===== src/sbta_pkg.sv =====
// ----------------------------------------------------------------------------
// Stack boundary-tag allocator package
// Tag constants, micro-operation codes and controller status type.
// ----------------------------------------------------------------------------
`timescale 1ns / 1ps

package sbta_pkg;

    localparam logic [31:0] TAG_FREE     = 32'h8000_0000;
    localparam logic [31:0] TAG_PREVFREE = 32'h2000_0000;
    localparam logic [31:0] TAG_SIZE     = 32'h0FFF_FFFF;
    localparam logic [10:0] RESERVE_RST  = 11'd64;

    typedef enum logic [4:0] {
        CMD_NONE,
        CMD_LOAD,
        CMD_EVAL,
        CMD_A_RD,
        CMD_A_CLR,
        CMD_A_PUSH,
        CMD_P_RD,
        CMD_P_ADD,
        CMD_P_NX,
        CMD_R_RD,
        CMD_R_CUR,
        CMD_R_FOOT,
        CMD_R_LO,
        CMD_R_NXRD,
        CMD_R_NX,
        CMD_R_FOOTW,
        CMD_R_PF,
        CMD_R_FR,
        CMD_OUT
    } cmd_t;

    typedef struct packed {
        logic is_alloc;
        logic alloc_fail;
        logic rel_skip;
        logic rel_bottom;
        logic top_full;
        logic cur_prevfree;
        logic lo_ok;
        logic nx_free;
    } stat_t;

endpackage


===== src/sbta_ctrl.sv =====
// ----------------------------------------------------------------------------
// Stack boundary-tag allocator controller
// Sequences the tag reads and writes of one request and the output transfer.
// ----------------------------------------------------------------------------
`timescale 1ns / 1ps

module sbta_ctrl (
    input  logic           aclk,
    input  logic           aresetn,
    input  logic           s_tvalid,
    output logic           s_tready,
    output logic           m_tvalid,
    input  logic           m_tready,
    input  sbta_pkg::stat_t stat,
    output sbta_pkg::cmd_t  cmd
);

    typedef enum logic [17:0] {
        ST_IDLE    = 18'h00001,
        ST_EVAL    = 18'h00002,
        ST_A_RD    = 18'h00004,
        ST_A_CLR   = 18'h00008,
        ST_A_PUSH  = 18'h00010,
        ST_P_RD    = 18'h00020,
        ST_P_ADD   = 18'h00040,
        ST_P_NX    = 18'h00080,
        ST_R_RD    = 18'h00100,
        ST_R_CUR   = 18'h00200,
        ST_R_FOOT  = 18'h00400,
        ST_R_LO    = 18'h00800,
        ST_R_NXRD  = 18'h01000,
        ST_R_NX    = 18'h02000,
        ST_R_FOOTW = 18'h04000,
        ST_R_PF    = 18'h08000,
        ST_R_FR    = 18'h10000,
        ST_DONE    = 18'h20000
    } state_t;

    state_t state_reg, state_next;
    logic   mvalid_reg, mvalid_next;

    always_ff @(posedge aclk) begin
        if (!aresetn) begin
            state_reg  <= ST_IDLE;
            mvalid_reg <= 1'b0;
        end else begin
            state_reg  <= state_next;
            mvalid_reg <= mvalid_next;
        end
    end

    always_comb begin
        state_next  = state_reg;
        cmd         = sbta_pkg::CMD_NONE;
        mvalid_next = mvalid_reg && !m_tready;
        unique case (state_reg)
            ST_IDLE: begin
                if (s_tvalid) begin
                    cmd        = sbta_pkg::CMD_LOAD;
                    state_next = ST_EVAL;
                end
            end
            ST_EVAL: begin
                cmd = sbta_pkg::CMD_EVAL;
                priority if (stat.is_alloc) begin
                    state_next = stat.alloc_fail ? ST_DONE : ST_A_RD;
                end else if (stat.rel_skip) begin
                    state_next = ST_DONE;
                end else if (stat.rel_bottom) begin
                    state_next = ST_P_RD;
                end else begin
                    state_next = ST_R_RD;
                end
            end
            ST_A_RD: begin
                cmd        = sbta_pkg::CMD_A_RD;
                state_next = ST_A_CLR;
            end
            ST_A_CLR: begin
                cmd        = sbta_pkg::CMD_A_CLR;
                state_next = ST_A_PUSH;
            end
            ST_A_PUSH: begin
                cmd        = sbta_pkg::CMD_A_PUSH;
                state_next = ST_DONE;
            end
            ST_P_RD: begin
                cmd        = sbta_pkg::CMD_P_RD;
                state_next = ST_P_ADD;
            end
            ST_P_ADD: begin
                cmd        = sbta_pkg::CMD_P_ADD;
                state_next = stat.top_full ? ST_DONE : ST_P_NX;
            end
            ST_P_NX: begin
                cmd        = sbta_pkg::CMD_P_NX;
                state_next = ST_DONE;
            end
            ST_R_RD: begin
                cmd        = sbta_pkg::CMD_R_RD;
                state_next = ST_R_CUR;
            end
            ST_R_CUR: begin
                cmd        = sbta_pkg::CMD_R_CUR;
                state_next = stat.cur_prevfree ? ST_R_FOOT : ST_R_NXRD;
            end
            ST_R_FOOT: begin
                cmd        = sbta_pkg::CMD_R_FOOT;
                state_next = stat.lo_ok ? ST_R_LO : ST_R_NXRD;
            end
            ST_R_LO: begin
                cmd        = sbta_pkg::CMD_R_LO;
                state_next = ST_R_NXRD;
            end
            ST_R_NXRD: begin
                cmd        = sbta_pkg::CMD_R_NXRD;
                state_next = ST_R_NX;
            end
            ST_R_NX: begin
                cmd        = sbta_pkg::CMD_R_NX;
                state_next = ST_R_FOOTW;
            end
            ST_R_FOOTW: begin
                cmd        = sbta_pkg::CMD_R_FOOTW;
                state_next = stat.nx_free ? ST_DONE : ST_R_PF;
            end
            ST_R_PF: begin
                cmd        = sbta_pkg::CMD_R_PF;
                state_next = ST_R_FR;
            end
            ST_R_FR: begin
                cmd        = sbta_pkg::CMD_R_FR;
                state_next = ST_DONE;
            end
            ST_DONE: begin
                if (!mvalid_reg || m_tready) begin
                    cmd         = sbta_pkg::CMD_OUT;
                    mvalid_next = 1'b1;
                    state_next  = ST_IDLE;
                end
            end
            default: begin
                state_next = ST_IDLE;
            end
        endcase
    end

    assign s_tready = (state_reg == ST_IDLE);
    assign m_tvalid = mvalid_reg;

endmodule


===== config.mk =====
export PLATFORM = sky130hd
export DESIGN_NAME = sbta_ctrl
export DESIGN_NICKNAME = d
export VERILOG_FILES = /design/src/sbta_pkg.sv /design/src/sbta_ctrl.sv
export SDC_FILE = /design/constraint.sdc
export NUM_CORES = 1
export LEC_CHECK = 0
export BUFFER_PORTS_ARGS = -buffer_cell sky130_fd_sc_hd__buf_2
export CORE_MARGIN = 4
export CORE_UTILIZATION = 35
export DETAILED_ROUTE_END_ITERATION = 10
export HOLD_SLACK_MARGIN = 0.1
export SYNTH_ARGS = -nofsm -noshare
export SYNTH_HDL_FRONTEND = slang
export SYNTH_SLANG_ARGS = --single-unit

===== constraint.sdc =====
create_clock -name aclk -period 5 [get_ports aclk]
set_input_delay 0.25 -clock aclk [delete_from_list [all_inputs] [get_ports aclk]]
set_output_delay 0.25 -clock aclk [all_outputs]
set_load 0.02 [all_outputs]

==> metrics list <==
* Top library cells by usage in the layout, fill and taps aside: dfxtp_1 (19), buf_2 (18), nor2_1 (15)
- Post-CTS resize count: 0
- Switching component of the power: between 0.0001 and 0.00015 W
* Multiplexer area fraction after synthesis: 1.762%
- Register-to-Register Setup Slack: 2.94 ns
- Share of the synthesized area in the top cell type: a little under a third
* XOR/XNOR share of the synthesized area: between 1 and 1.5%
- Count of unresolved DRC violations after routing: 0
- Most common cell after layout, fill and taps aside: dfxtp_1
- Level count of the clock H-tree: 1
* Cell-by-cell listing of the critical path: nor4_4 -> nand4_2 -> nor4_1 -> nor2_1 -> nand4_1 -> buf_2
* Achievable clock frequency: 0.3811 GHz
* Setup Fix Bufs, Post-CTS: 0
- Least-Margin Pin Slew: approximately 0.53 ns
- Row generation in the floorplan step produced 21 rows.
- The number of cells on the worst reg-to-reg path is 5.
- The run finished with clean final reports.
* Relative slew margins: 64.02%
- Data required, critical path: between 4 and 5 ns
- Maximum clock path buffer count: 2
- The die is about 67 um tall.
- After detailed routing, the average wire length per cell comes to ~15 um.
- Number of buffers inserted by port buffering: 18
* Period utilisation layout: 52.48%
- Worst IR drop on VDD: approximately 0.00012 V
* Clock period minus final worst setup slack: around 2.6 ns
- Terminus of the critical flop-to-flop path: state_reg[0]
* Clock Latency Late Sink: 0.29 ns
- Area inside the core boundary: approximately 0.0033 mm2
* Hold WS: approximately 0.12 ns
* Total number of vias: 1136
- Die boundary width: between 60 and 70 um
- Critical-path top delay cell: nor4_4
- Compound-Gate Fraction of Synth Area: a little over a tenth
- Reported leakage power: around 0.53 nW
- Number of buffers added to fix hold violations after cts: 0
* Post-Synthesis Mean Instance Area: between 9 and 10 um2
- Setup Crit Path Kind: reg2out
- Dominant delay contributor by cell family on the critical path: simple AND/OR/NAND/NOR gates
- I/O pin count: 19
- Critical Path Source: state_reg[4]
- Sw Share: between 30% and 40%
* Accumulated negative setup slack: 0 ns
* Total inserted antenna cells: 0
- Critical Path End: cmd[1]
- Initial Util: about 36%
* Area share of fa/ha/maj cells after synthesis: 0%
- The die covers approximately 0.0045 mm2.
- Warnings, synthesis: 0
* Worst path arrival time: 2.37 ns
* Global-route congestion overflow total: 0
* CTS root buffer: clkbuf_4
* Number of gates on the worst path with buffers counted: 6
* Largest register FFs: 18
- Sequential cell fraction of total power: approximately half
- Number of hold violations in the final report: 0
* Net count reported at finish: around 170
- Pre-antenna DRT Iters: 4
- CP Max Fanout: 6
- The tool flagged a number of max-cap violations equal to 0.
- Number of buffers created by CTS: 3
- TritonCTS built the clock tree.
- Sequential element share of the synthesized area: a little under a third
- The final layout contains routed wiring with a total length of 3.062 mm.
- Overall track demand over capacity in global routing: 15.11%
- Post-synthesis cell type with the largest combined area: dfxtp_1
* CTS sink cnt: 19
* Wire length of the first global-routing pass: between 5 and 6 mm
* Synthesized net count: around 150
- Entering global routing, the biggest net connects 11 pins.
- The number of different library cells used by synthesis comes to 44.
- HP Class: in2reg
- Setup violations remaining at the end of the flow were counted as 0.
- The count of final max-slew check failures is 0.
* Critical path endpoint category: output pin
* Clock skew after layout: between 0.003 and 0.004 ns
- In the final layout, the share of cells above drive strength 1 is 24.52%.
- Sorting the synthesized cells by area gives the leading types as dfxtp_1 (32%), nor4_4 (8.8%), nor2_1 (4.7%).
- Clock-pin slew was measured on the worst setup and hold paths at ~0.11 ns.
- The first routing iteration left 45 violations.
- Register bit count reported by yosys: 19
* Power Internal: between 0.0002 and 0.00025 W
- The synthesized netlist devotes ~53% of its cell area to simple gates.
* Detail-routed via count per cell: 5.652
* Largest family of logic cells by synthesized area: simple AND/OR/NAND/NOR gates
- Final weighted congestion of routability-driven global placement: ~0.9
- Initial antenna violation count: 0
* Delay of the slowest cell on the worst path: 0.49 ns
- Category of the worst setup path launch point: register
- In the synthesized netlist, the number of instances is about 130.
- Together, buffers and inverters on the worst path number 1.
- After synthesis the cells add up to 0.001207 mm2.
- Once detail routing completed, the nets flagged for antenna violations numbered 0.
- From synthesis to final layout, the design area changed by 13.99%.
- For this design the ratio of total power to cell area is between 200 and 250 mW/mm2.
- In this run the critical register-to-register path is launched from state_reg[4].
- Vias in the first global route: ~1100
- Setup repair after global routing left no endpoint under its margin.
* Gate power share: 24.5%
- Relative contribution of the clock network to total power: around 25%
- Detailed placement ended at an HPWL of around 2.5 mm.
==> worst min-delay path by stage <==
stage          startpoint           end  slack (ns)  cells after the start
3_5_place_dp      stat[6]  state_reg[2]        0.43                      2
2_1_floorplan     stat[7]  state_reg[5]        0.32                      1
6_report          stat[6]  state_reg[2]        0.12                      2
5_1_grt           stat[6]  state_reg[2]        0.11                      2
3_3_place_gp      stat[6]  state_reg[2]        0.43                      2
4_1_cts           stat[6]  state_reg[2]        0.11                      2
==> cells in the mapped netlist (all sizes together) <==
cell type and number:
o22ai 2, o21a 2, a21oi 3, a31o 1
nand4 9, mux2i 1, a21o 1, nand3 3
nand2b 8, o32ai 2, buf 1, nor4 15
or4 1, a2111oi 2, dfxtp 19, nor3b 3
inv 4, and3 4, o21ai 1, or4b 1
nor2 15, and2 2, o31ai 1, nand3b 1
mux2 1, nor4b 3, a221oi 1, nand2 7
or2 1, and3b 1, or2b 1, or3 1
o211ai 1, xnor2 1, xor2 1, nor3 9
nor2b 4
==> power by group through the flow <==
stage / Clock [W] / Sequential, W / Combinational [W]
floorplan: 0 / 0.000164 / 0.0000558
global placement: 0 / 0.000165 / 0.0000764
detailed placement: 0 / 0.000165 / 0.0000775
CTS: 0.0000822 / 0.000162 / 0.0000778
global route: 0.0000895 / 0.000163 / 0.0000854
finish: 0.0000785 / 0.000162 / 0.0000778
==> final cells by class <==
type / count / area [um2]
fillers: 354 / 1961
multi-input cells: 110 / 807.0
flip-flops and latches: 19 / 380.4
repair buffers: 18 / 90.09
well taps: 46 / 57.56
clock buffers: 4 / 26.28
inverters: 4 / 15.01
==> metal layers <==
metal	global-route usage, %	routed length (um)	share of wire (%)
met3	6.408	281	9.2
met4	6.091	78	2.5
met2	24.01	1413	46
met1	17.77	1289	42
met5	0	0	0
==> cell families after synthesis <==
kind of cell | count (synthesis)
and+or+nand+nor | 89
DFF | 19
AOI/OAI and AO/OA | 17
buffers and inverters | 5
xor gates and xnor gates | 2
muxes | 2
==> stage by stage <==
| stage | worst slack [ns] | util, % | instances | instance area, um2 | power (W) |
|---|---|---|---|---|---|
| 3_3_place_gp | 2.753 | 40.46 | 197 | 1350 | 0.0002413 |
| 5_1_grt | 2.253 | 41.24 | 201 | 1376 | 0.0003379 |
| 6_report | 2.376 | 41.24 | 201 | 1376 | 0.0003179 |
| 3_5_place_dp | 2.726 | 40.46 | 197 | 1350 | 0.0002426 |
| 4_1_cts | 2.375 | 41.24 | 201 | 1376 | 0.0003216 |
| 2_1_floorplan | 3.033 | - | 134 | 1207 | 0.0002196 |
Note: power is estimated with default switching activity, not from simulation.
